[src/hw/rtl/fmcd_pkg.sv]
// Shared types, constants and helper functions of the framed motor command decoder.
package fmcd_pkg;

  localparam int FRAME_BYTES_DEFAULT = 16;
  // Bytes of a frame that decoding looks at (positions 0 through 14).
  localparam int DECODE_BYTES = 15;
  // Bytes covered by the set-target checksum.
  localparam int CRC_BYTES = 7;
  localparam int QUEUE_DEPTH = 2;

  typedef logic [7:0] byte_t;
  typedef logic [DECODE_BYTES-1:0][7:0] frame_t;

  // Configuration register indexes.
  localparam logic [1:0] REG_HEAD = 2'd0;
  localparam logic [1:0] REG_TAIL = 2'd1;
  localparam logic [1:0] REG_ADDR = 2'd2;

  // Frame byte values.
  localparam byte_t FN_WRITE     = 8'h01;
  localparam byte_t OP_START     = 8'h01;
  localparam byte_t OP_RESET     = 8'h02;
  localparam byte_t OP_TARGET    = 8'h03;
  localparam byte_t OP_POS_PID   = 8'h04;
  localparam byte_t OP_VEL_PID   = 8'h05;
  localparam byte_t OP_MODE      = 8'h06;
  localparam byte_t OP_DIR       = 8'h07;
  localparam byte_t OP_POLES     = 8'h08;

  // Result command codes.
  localparam logic [2:0] CMD_START   = 3'd0;
  localparam logic [2:0] CMD_RESET   = 3'd1;
  localparam logic [2:0] CMD_TARGET  = 3'd2;
  localparam logic [2:0] CMD_POS_PID = 3'd3;
  localparam logic [2:0] CMD_VEL_PID = 3'd4;
  localparam logic [2:0] CMD_MODE    = 3'd5;
  localparam logic [2:0] CMD_DIR     = 3'd6;
  localparam logic [2:0] CMD_POLES   = 3'd7;

  localparam logic [15:0] CRC_INIT = 16'hFFFF;
  localparam logic [15:0] CRC_POLY = 16'hA001;

  typedef struct packed {
    byte_t head_byte;
    byte_t tail_byte;
    byte_t device_address;
  } cfg_t;

  typedef struct packed {
    logic empty;
    logic full;
  } q_status_t;

  typedef struct packed {
    logic        ok;
    logic [2:0]  command;
    logic [31:0] value_a;
    logic [31:0] value_b;
    logic [31:0] value_c;
  } result_t;

  // One byte of CRC-16/Modbus, reflected.
  function automatic logic [15:0] crc_byte(input logic [15:0] crc_in, input byte_t d);
    logic [15:0] c;
    c = crc_in ^ {8'h00, d};
    for (int b = 0; b < 8; b++) begin
      if (c[0]) begin
        c = (c >> 1) ^ CRC_POLY;
      end else begin
        c = c >> 1;
      end
    end
    return c;
  endfunction

  function automatic logic [31:0] word_at(input frame_t f, input int pos);
    return {f[pos], f[pos+1], f[pos+2], f[pos+3]};
  endfunction

  // Classify a closed frame; crc is the checksum of bytes 0..6 when byte 2 selects set target.
  function automatic result_t decode_frame(input frame_t f, input byte_t addr,
                                           input logic [15:0] crc);
    result_t r;
    r = '0;
    if (f[0] == addr && f[1] == FN_WRITE) begin
      case (f[2])
        OP_START: begin
          r.ok = (f[3] == 8'h00);
          r.command = CMD_START;
        end
        OP_RESET: begin
          r.ok = (f[3] == 8'h00);
          r.command = CMD_RESET;
        end
        OP_TARGET: begin
          r.ok = (crc == {f[8], f[7]});
          r.command = CMD_TARGET;
          r.value_a = word_at(f, 3);
        end
        OP_POS_PID, OP_VEL_PID: begin
          r.ok = 1'b1;
          r.command = (f[2] == OP_POS_PID) ? CMD_POS_PID : CMD_VEL_PID;
          r.value_a = word_at(f, 3);
          r.value_b = word_at(f, 7);
          r.value_c = word_at(f, 11);
        end
        OP_MODE: begin
          r.ok = 1'b1;
          r.command = CMD_MODE;
          r.value_a = {24'h000000, f[3]};
        end
        OP_DIR: begin
          r.ok = 1'b1;
          r.command = CMD_DIR;
          r.value_a = {24'h000000, f[3]};
        end
        OP_POLES: begin
          r.ok = 1'b1;
          r.command = CMD_POLES;
          r.value_a = {24'h000000, f[3]};
        end
        default: begin
          r.ok = 1'b0;
        end
      endcase
    end
    return r;
  endfunction

endpackage

[src/hw/rtl/fmcd_front.sv]
// Byte classifier and frame assembler: keeps the frame store and pushes closed frames.
module fmcd_front #(
  parameter int FRAME_BYTES = fmcd_pkg::FRAME_BYTES_DEFAULT
) (
  input  logic              clk,
  input  logic              rst,
  input  fmcd_pkg::cfg_t    cfg,
  input  logic              in_valid,
  output logic              in_stall,
  input  fmcd_pkg::byte_t   rx_byte,
  input  fmcd_pkg::q_status_t q_status,
  output logic              push,
  output fmcd_pkg::frame_t  push_frame
);
  import fmcd_pkg::*;

  localparam int LEN_W = $clog2(FRAME_BYTES + 1);
  localparam int IDX_W = $clog2(FRAME_BYTES);
  localparam logic [LEN_W-1:0] LEN_MAX = LEN_W'(FRAME_BYTES);

  logic [FRAME_BYTES-1:0][7:0] frame_store;
  logic                        in_frame;
  logic [LEN_W-1:0]            frame_length;
  logic                        accept;
  logic                        is_head;
  logic                        is_tail;

  // Hold the byte stream while the queue has no room for a closed frame.
  assign in_stall   = q_status.full;
  assign accept     = in_valid && !in_stall;
  assign is_head    = (rx_byte == cfg.head_byte);
  assign is_tail    = (rx_byte == cfg.tail_byte);
  assign push       = accept && !is_head && in_frame && is_tail;
  assign push_frame = frame_store[DECODE_BYTES-1:0];

  always_ff @(posedge clk) begin
    if (rst) begin
      in_frame     <= 1'b0;
      frame_length <= '0;
      frame_store  <= '0;
    end else if (accept) begin
      if (is_head) begin
        in_frame       <= 1'b1;
        frame_store[0] <= rx_byte;
        frame_length   <= LEN_W'(1);
      end else if (in_frame) begin
        if (is_tail) begin
          in_frame     <= 1'b0;
          frame_length <= '0;
        end else if (frame_length < LEN_MAX) begin
          frame_store[frame_length[IDX_W-1:0]] <= rx_byte;
          frame_length <= frame_length + LEN_W'(1);
        end
      end
    end
  end

endmodule

[src/hw/rtl/fmcd_queue.sv]
// Short register queue of closed frames between front and back.
module fmcd_queue (
  input  logic                clk,
  input  logic                rst,
  input  logic                push,
  input  fmcd_pkg::frame_t    push_frame,
  input  logic                pop,
  output fmcd_pkg::frame_t    pop_frame,
  output fmcd_pkg::q_status_t status
);
  import fmcd_pkg::*;

  localparam int PTR_W = $clog2(QUEUE_DEPTH);
  localparam int CNT_W = $clog2(QUEUE_DEPTH + 1);

  frame_t           entry [QUEUE_DEPTH];
  logic [PTR_W-1:0] wr_ptr;
  logic [PTR_W-1:0] rd_ptr;
  logic [CNT_W-1:0] count;
  logic             do_push;
  logic             do_pop;

  assign status.empty = (count == '0);
  assign status.full  = (count == CNT_W'(QUEUE_DEPTH));
  assign do_push      = push && !status.full;
  assign do_pop       = pop && !status.empty;
  assign pop_frame    = entry[rd_ptr];

  always_ff @(posedge clk) begin
    if (do_push) begin
      entry[wr_ptr] <= push_frame;
    end
  end

  always_ff @(posedge clk) begin
    if (rst) begin
      wr_ptr <= '0;
      rd_ptr <= '0;
      count  <= '0;
    end else begin
      if (do_push) begin
        wr_ptr <= (wr_ptr == PTR_W'(QUEUE_DEPTH - 1)) ? '0 : wr_ptr + PTR_W'(1);
      end
      if (do_pop) begin
        rd_ptr <= (rd_ptr == PTR_W'(QUEUE_DEPTH - 1)) ? '0 : rd_ptr + PTR_W'(1);
      end
      if (do_push && !do_pop) begin
        count <= count + CNT_W'(1);
      end else if (do_pop && !do_push) begin
        count <= count - CNT_W'(1);
      end
    end
  end

endmodule

[src/hw/rtl/fmcd_back.sv]
// Frame decoder: checksum sequencer, command classification and result register.
module fmcd_back (
  input  logic                clk,
  input  logic                rst,
  input  fmcd_pkg::byte_t     device_address,
  input  fmcd_pkg::q_status_t q_status,
  input  fmcd_pkg::frame_t    pop_frame,
  output logic                pop,
  output logic                out_valid,
  input  logic                out_stall,
  output logic [2:0]          command,
  output logic [31:0]         value_a,
  output logic [31:0]         value_b,
  output logic [31:0]         value_c
);
  import fmcd_pkg::*;

  localparam logic [1:0] S_IDLE = 2'd0;
  localparam logic [1:0] S_CRC  = 2'd1;
  localparam logic [1:0] S_DONE = 2'd2;

  localparam int CNT_W = $clog2(CRC_BYTES);
  localparam int IDX_W = $clog2(DECODE_BYTES);

  logic [1:0]       state;
  frame_t           work;
  logic [15:0]      crc;
  logic [CNT_W-1:0] cnt;
  result_t          res;
  logic             slot_free;

  assign pop       = (state == S_IDLE) && !q_status.empty;
  assign slot_free = !out_valid || !out_stall;
  assign res       = decode_frame(work, device_address, crc);

  always_ff @(posedge clk) begin
    if (rst) begin
      state     <= S_IDLE;
      out_valid <= 1'b0;
      cnt       <= '0;
    end else begin
      // Load a new result, or drop the current one once it is taken.
      if (state == S_DONE && slot_free && res.ok) begin
        out_valid <= 1'b1;
      end else if (out_valid && !out_stall) begin
        out_valid <= 1'b0;
      end
      case (state)
        S_IDLE: begin
          if (!q_status.empty) begin
            cnt   <= '0;
            state <= (pop_frame[2] == OP_TARGET) ? S_CRC : S_DONE;
          end
        end
        S_CRC: begin
          // Advance one frame byte per cycle through the checksum.
          cnt <= cnt + CNT_W'(1);
          if (cnt == CNT_W'(CRC_BYTES - 1)) begin
            state <= S_DONE;
          end
        end
        S_DONE: begin
          if (slot_free) begin
            state <= S_IDLE;
          end
        end
        default: begin
          state <= S_IDLE;
        end
      endcase
    end
  end

  always_ff @(posedge clk) begin
    if (pop) begin
      work <= pop_frame;
      crc  <= CRC_INIT;
    end else if (state == S_CRC) begin
      crc <= crc_byte(crc, work[IDX_W'(cnt)]);
    end
    if (state == S_DONE && slot_free && res.ok) begin
      command <= res.command;
      value_a <= res.value_a;
      value_b <= res.value_b;
      value_c <= res.value_c;
    end
  end

endmodule

[src/hw/rtl/framed_motor_command_decoder.sv]
// Top level of the framed motor command decoder: config registers, front, queue and back.
//
// Takes received bytes, one per transaction on the input channel, and turns framed
// commands into at most one result transaction per frame. A head byte always restarts
// a frame and is kept as byte 0; a tail byte closes it. The front accepts one byte per
// cycle and only stalls the input when the two-entry frame queue is full. The back
// decodes one queued frame at a time; for set target a checksum state comes before decoding,
// where the CRC-16/Modbus over bytes 0..6 runs one byte per cycle. Results wait in an
// output register, so the back keeps decoding while the front keeps collecting bytes.
// Frames that fail the address, write-function, opcode, zero-argument or checksum tests
// give no result. The frame store is cleared in the reset cycle itself; no sweep is
// needed. Write configuration registers (head, tail, device address) only while idle.
module framed_motor_command_decoder #(
  parameter int FRAME_BYTES = fmcd_pkg::FRAME_BYTES_DEFAULT
) (
  input  logic        clk,
  input  logic        rst,
  // configuration write channel
  input  logic        cfg_valid,
  output logic        cfg_ready,
  input  logic [1:0]  cfg_index,
  input  logic [7:0]  cfg_data,
  // byte input channel
  input  logic        in_valid,
  output logic        in_stall,
  input  logic [7:0]  rx_byte,
  // command result channel
  output logic        out_valid,
  input  logic        out_stall,
  output logic [2:0]  command,
  output logic [31:0] value_a,
  output logic [31:0] value_b,
  output logic [31:0] value_c
);
  import fmcd_pkg::*;

  cfg_t      cfg;
  q_status_t q_status;
  logic      push;
  frame_t    push_frame;
  logic      pop;
  frame_t    pop_frame;

  // Configuration writes always complete; drop writes to indexes past the list.
  assign cfg_ready = 1'b1;

  always_ff @(posedge clk) begin
    if (rst) begin
      cfg.head_byte      <= 8'hAA;
      cfg.tail_byte      <= 8'h55;
      cfg.device_address <= 8'hAA;
    end else if (cfg_valid && cfg_ready) begin
      case (cfg_index)
        REG_HEAD: cfg.head_byte      <= cfg_data;
        REG_TAIL: cfg.tail_byte      <= cfg_data;
        REG_ADDR: cfg.device_address <= cfg_data;
        default: begin
        end
      endcase
    end
  end

  // Front: classify bytes and assemble frames.
  fmcd_front #(
    .FRAME_BYTES(FRAME_BYTES)
  ) u_front (
    .clk       (clk),
    .rst       (rst),
    .cfg       (cfg),
    .in_valid  (in_valid),
    .in_stall  (in_stall),
    .rx_byte   (rx_byte),
    .q_status  (q_status),
    .push      (push),
    .push_frame(push_frame)
  );

  // Queue: decouple frame collection from decoding.
  fmcd_queue u_queue (
    .clk       (clk),
    .rst       (rst),
    .push      (push),
    .push_frame(push_frame),
    .pop       (pop),
    .pop_frame (pop_frame),
    .status    (q_status)
  );

  // Back: checksum, classify and hold the result until taken.
  fmcd_back u_back (
    .clk           (clk),
    .rst           (rst),
    .device_address(cfg.device_address),
    .q_status      (q_status),
    .pop_frame     (pop_frame),
    .pop           (pop),
    .out_valid     (out_valid),
    .out_stall     (out_stall),
    .command       (command),
    .value_a       (value_a),
    .value_b       (value_b),
    .value_c       (value_c)
  );

endmodule
[config.mk]
export PLATFORM = sky130hd
export DESIGN_NAME = framed_motor_command_decoder
export DESIGN_NICKNAME = d
export VERILOG_FILES = /design/src/hw/rtl/fmcd_pkg.sv /design/src/hw/rtl/fmcd_front.sv /design/src/hw/rtl/fmcd_queue.sv /design/src/hw/rtl/fmcd_back.sv /design/src/hw/rtl/framed_motor_command_decoder.sv
export SDC_FILE = /design/constraint.sdc
export NUM_CORES = 1
export LEC_CHECK = 0
export ABC_AREA = 1
export BUFFER_PORTS_ARGS = -buffer_cell sky130_fd_sc_hd__buf_4
export CAP_MARGIN = 20
export CELL_PAD_IN_SITES_DETAIL_PLACEMENT = 1
export CELL_PAD_IN_SITES_GLOBAL_PLACEMENT = 2
export CORE_MARGIN = 2
export CORE_UTILIZATION = 41
export DETAILED_ROUTE_END_ITERATION = 10
export PLACE_DENSITY = 0.84
export SYNTH_ARGS = -nofsm -noshare
export SYNTH_HDL_FRONTEND = slang
export SYNTH_SLANG_ARGS = --single-unit
[constraint.sdc]
create_clock -name clk -period 9.6 [get_ports clk]
set_input_delay 1.92 -clock clk [delete_from_list [all_inputs] [get_ports clk]]
set_output_delay 1.92 -clock clk [all_outputs]
set_load 0.1 [all_outputs]
==> impl_summary.md <==
Pwr
The clock network accounts for 36.0% of the total power. In this run the power spent charging and discharging nets is 2.18 mW. Sequential cells burn 46.9% of the power. The total power after layout is 7.33 mW. The switching fraction of total power is 29.8%. The total internal power is 5.14 mW. In this run, the combinational gates consume 17.2% of the power. The leakage dissipation is 11.6 nW. Across the VDD grid, the largest voltage drop is 0.000162 V.

The power density over cell area is 260 nW/um^2.

Timing
The period utilization is 49.9%. Summed over all failing endpoints, the final setup total negative slack is 0 ns. The slew at the pin closest to its max-slew limit is 1.06 ns. The peak clock frequency supported by timing is 0.209 GHz. The number of max-slew violations in the final report was 0. The total of endpoints with negative setup slack in the final report is 0.

On the final layout, the worst clock skew is 0.0317 ns. Setup repair after global routing left no endpoint under its margin. The final number of hold-violating endpoints came to 0. On the final layout, the worst hold slack is 0.442 ns. The worst path in the final design needs a cycle of 4.79 ns, including I/O delays and setup. In this run the tightest slew margin relative to its limit is 29.1%.

Clocking
The later pin in the worst-skew pair is clocked with a latency of 0.61 ns. The clock transition at the register clock pins on the worst setup and hold paths after CTS is 0.06 ns. The number of clock buffers added by TritonCTS is 68.

The longest clock path from root to sink contains 3 buffers. The clock tree from TritonCTS is yes. The quantity of gates resized following cts is 0. For this design, the sink count on the clock tree is 636.

Once the clock tree was built, the setup fixing pass inserted 0 buffers. The maximum level of the CTS H-tree is 3. In this run, post-CTS hold repair placed 0 buffers. The root buffer cell chosen for the clock tree is clkbuf_16.

Placement
Routability-driven placement finished with a final weighted congestion of 0.894. The number of port buffers is 123. The HPWL after detailed placement is 39.8 mm. The area of placed instances is 25,900 sq um.

Floorplanning
In this run the vertical extent of the chip is 247 um. The initialized floorplan defines 89 standard-cell rows. The number of top-level pins is 125. The die extent in x is 247 um.

The die covers 61,100 sq um. The initial utilization of the core area, before any placement, comes to 41.3%. The area of the core is 58,700 sq um.

Final layout
Of the cells placed in the final design, the portion with a size suffix greater than 1 is 11.5%. The final antenna diode count is 0. The finished cells cover 28,200 sq um.

The layout overhead on the synthesized area is 16.4%. The total number of nets in the final design is 2,395. The library cells used most frequently in the layout, excluding fill and tap cells, are 563 x nand2_1, 459 x edfxtp_1, 343 x nor2_1, 176 x dfxtp_1, 166 x inv_1.

Cells fill 48.1% of the core in the end. The leading cell type in the layout, fill and taps excluded is nand2_1.

Synth
The per-instance average area after synthesis is 10.8 sq um. During synthesis, Yosys emitted a total of 0 warnings. Sequential elements use 71.5% of the synthesized area. edfxtp_1 takes more of the synthesized area than any other cell. After synthesis, the largest area contributor takes up 56.9% of total cell area.

The synthesized design contains 459 enable-type register cells. The post-synthesis instance total is 2,244. Yosys attributes the largest share of cell area to edfxtp_1 57%, dfxtp_1 15%, nand2_1 8.7%. The async set-reset flop share out of synthesis is 0%. After synthesis the netlist holds a flip-flop and latch count of 636. The synthesized netlist contains 40 unique library cells. Summing every instance area after synthesis gives 24,200 sq um. The number of nets handed over by synthesis was 2,274. The main flop type after synthesis is edfxtp_1.

Route
The number of DRC markers after the initial detailed-route iteration is 1,120. Summed over all layers, the routed wires come to 60.9 mm. The remaining antenna violation count is 0. The wire length per cell is 19.1 um.

Using the TritonRoute via totals, the vias-per-cell ratio works out to 4.99. The iteration count of the initial detailed-routing pass is 7. The via count is 15.9k. The DRC violations left is 0.

Worst hold path
The worst hold path passes through 0 cells. The min-delay analysis places its worst path in the category register to register.

Worst setup path
The class of the most critical setup path is primary input to register. Broken down by cell family, the worst path's largest delay share belongs to simple AND/OR/NAND/NOR gates. Counting buffers and inverters, the worst setup path is 13 cells deep. The kind of end point of the critical path is a register. In this design, the stage delay of the slowest critical-path cell is 0.80 ns. The startpoint kind of the worst setup timing path is a primary input.

Counting cells, the worst reg-to-reg path comes to 18. Along the worst path, the maximum fanout reaches 54. The required time at the worst-slack endpoint is 9.81 ns. The signal on the critical path passes through buf_4 > inv_2 > or2_2 > nand4_1 > nor3_1 > nand2_1 > inv_1 > nor2_1 > inv_1 > nor2_1 > inv_1 > nor2_4 > buf_4.

The standard cell with the maximum stage delay on the critical path is buf_4. The critical path buffer and inverter count is 6. By instance count, the cell type seen most on the critical path is inv_1. The worst endpoint data arrival time is 5.01 ns.

Outcome
The run finished with clean final reports.

Global route
Global routing finished with a remaining overflow of 0. The first-pass GRT wire length is 94.3 mm. The initial antenna violation count is 0. The pin count of the biggest net entering global routing is 109. The global-route total usage across every layer is 20.2%. The number of global-route vias before repair came to 16.7k.

Flow run
The max-capacitance violation count is 0.
-- cell families (layout without fill, tap and decap cells) --
| logic type | after synthesis | after routing | synth area share (%) |
|---|---|---|---|
| flops | 636 | 636 | 71.5 |
| fa+ha+maj | 7 | 7 | 0.361 |
| simple gates | 1047 | 1047 | 17.3 |
| compound gates | 248 | 248 | 5.37 |
| buf+inv | 275 | 450 | 4.36 |
| other cells | 1 | 1 | 0.0155 |
| xor+xnor | 30 | 30 | 1.08 |
-- final cells by class --
cell class,instances,area [sq um]
Sequential cell,636,17300
Clock buffer,98,2060
Multi-Input combinational cell,1333,5870
Inverter,188,713
Fill cell,6252,30500
Clock inverter,26,220
Timing Repair Buffer,138,1050
Tap cell,773,967
-- per-stage QoR --
stage / instances / setup WS, ns
6_report: 3192 / 4.81
5_1_grt: 3192 / 4.54
4_1_cts: 3192 / 4.71
3_5_place_dp: 3068 / 4.08
3_3_place_gp: 3068 / 4.23
2_1_floorplan: 2244 / 0.994
-- cell usage after synthesis (all sizes together) (2+ instances only) --
cell type / number
edfxtp: 459
xor2: 15
nor2: 353
nand4: 6
nand2: 566
o211ai: 11
xnor2: 15
ha: 7
o21ai: 161
buf: 28
inv: 180
or2: 6
clkinv: 8
o22ai: 3
nand3: 95
a211oi: 4
a21oi: 62
o31ai: 2
nor4: 5
dfxtp: 177
nor3: 12
clkbuf: 59
-- routing by layer --
metal | vias to the layer above | routed length (um) | track usage (%) | part of all wire (%)
li1 | 7682 | - | - | -
met1 | 7880 | 26900 | 25.9 | 44
met2 | 299 | 30400 | 35.4 | 50
met3 | 79 | 2390 | 3.04 | 3.9
met4 | 0 | 1160 | 5.85 | 1.9
met5 | - | 0 | 0 | 0
-- registers in the layout (all words and copies together), names as in the netlist, named ones only --
name                  cells
u_back.work             120
u_back.command            3
u_queue.count             2
u_queue.rd_ptr            1
u_back.value_a           32
u_front.in_frame          1
u_queue.wr_ptr            1
u_queue.entry           240
u_front.frame_length      5
cfg                      24
u_back.value_c           32
u_front.push_frame      120
u_back.state              2
u_back.crc               16
u_back.cnt                3
u_back.out_valid          1
u_back.value_b           32
-- worst paths after layout --
kind | from | endpoint | slack, ns
worst max-delay path | rx_byte[2] | u_queue.entry[0][116]$_DFFE_PP_ | 4.81
worst min-delay path | u_front.push_frame[13]$_SDFFE_PP0P_ | u_queue.entry[1][13]$_DFFE_PP_ | 0.44
worst max register to register | u_back.cnt[0]$_SDFFE_PP0P_ | u_back.crc[0]$_SDFFE_PP1P_ | 6.07
worst min register to register | u_front.push_frame[13]$_SDFFE_PP0P_ | u_queue.entry[1][13]$_DFFE_PP_ | 0.44
-- power groups by stage --
stage          Sequential, mW  Clock (mW)  Combinational (mW)
2_1_floorplan            3.44           0               0.849
3_3_place_gp             3.49           0                1.22
3_5_place_dp             3.49           0                1.27
4_1_cts                  3.44        2.69                1.28
5_1_grt                  3.46        2.79                1.43
6_report                 3.43        2.64                1.26
Note: power is estimated with default switching activity, not from simulation.
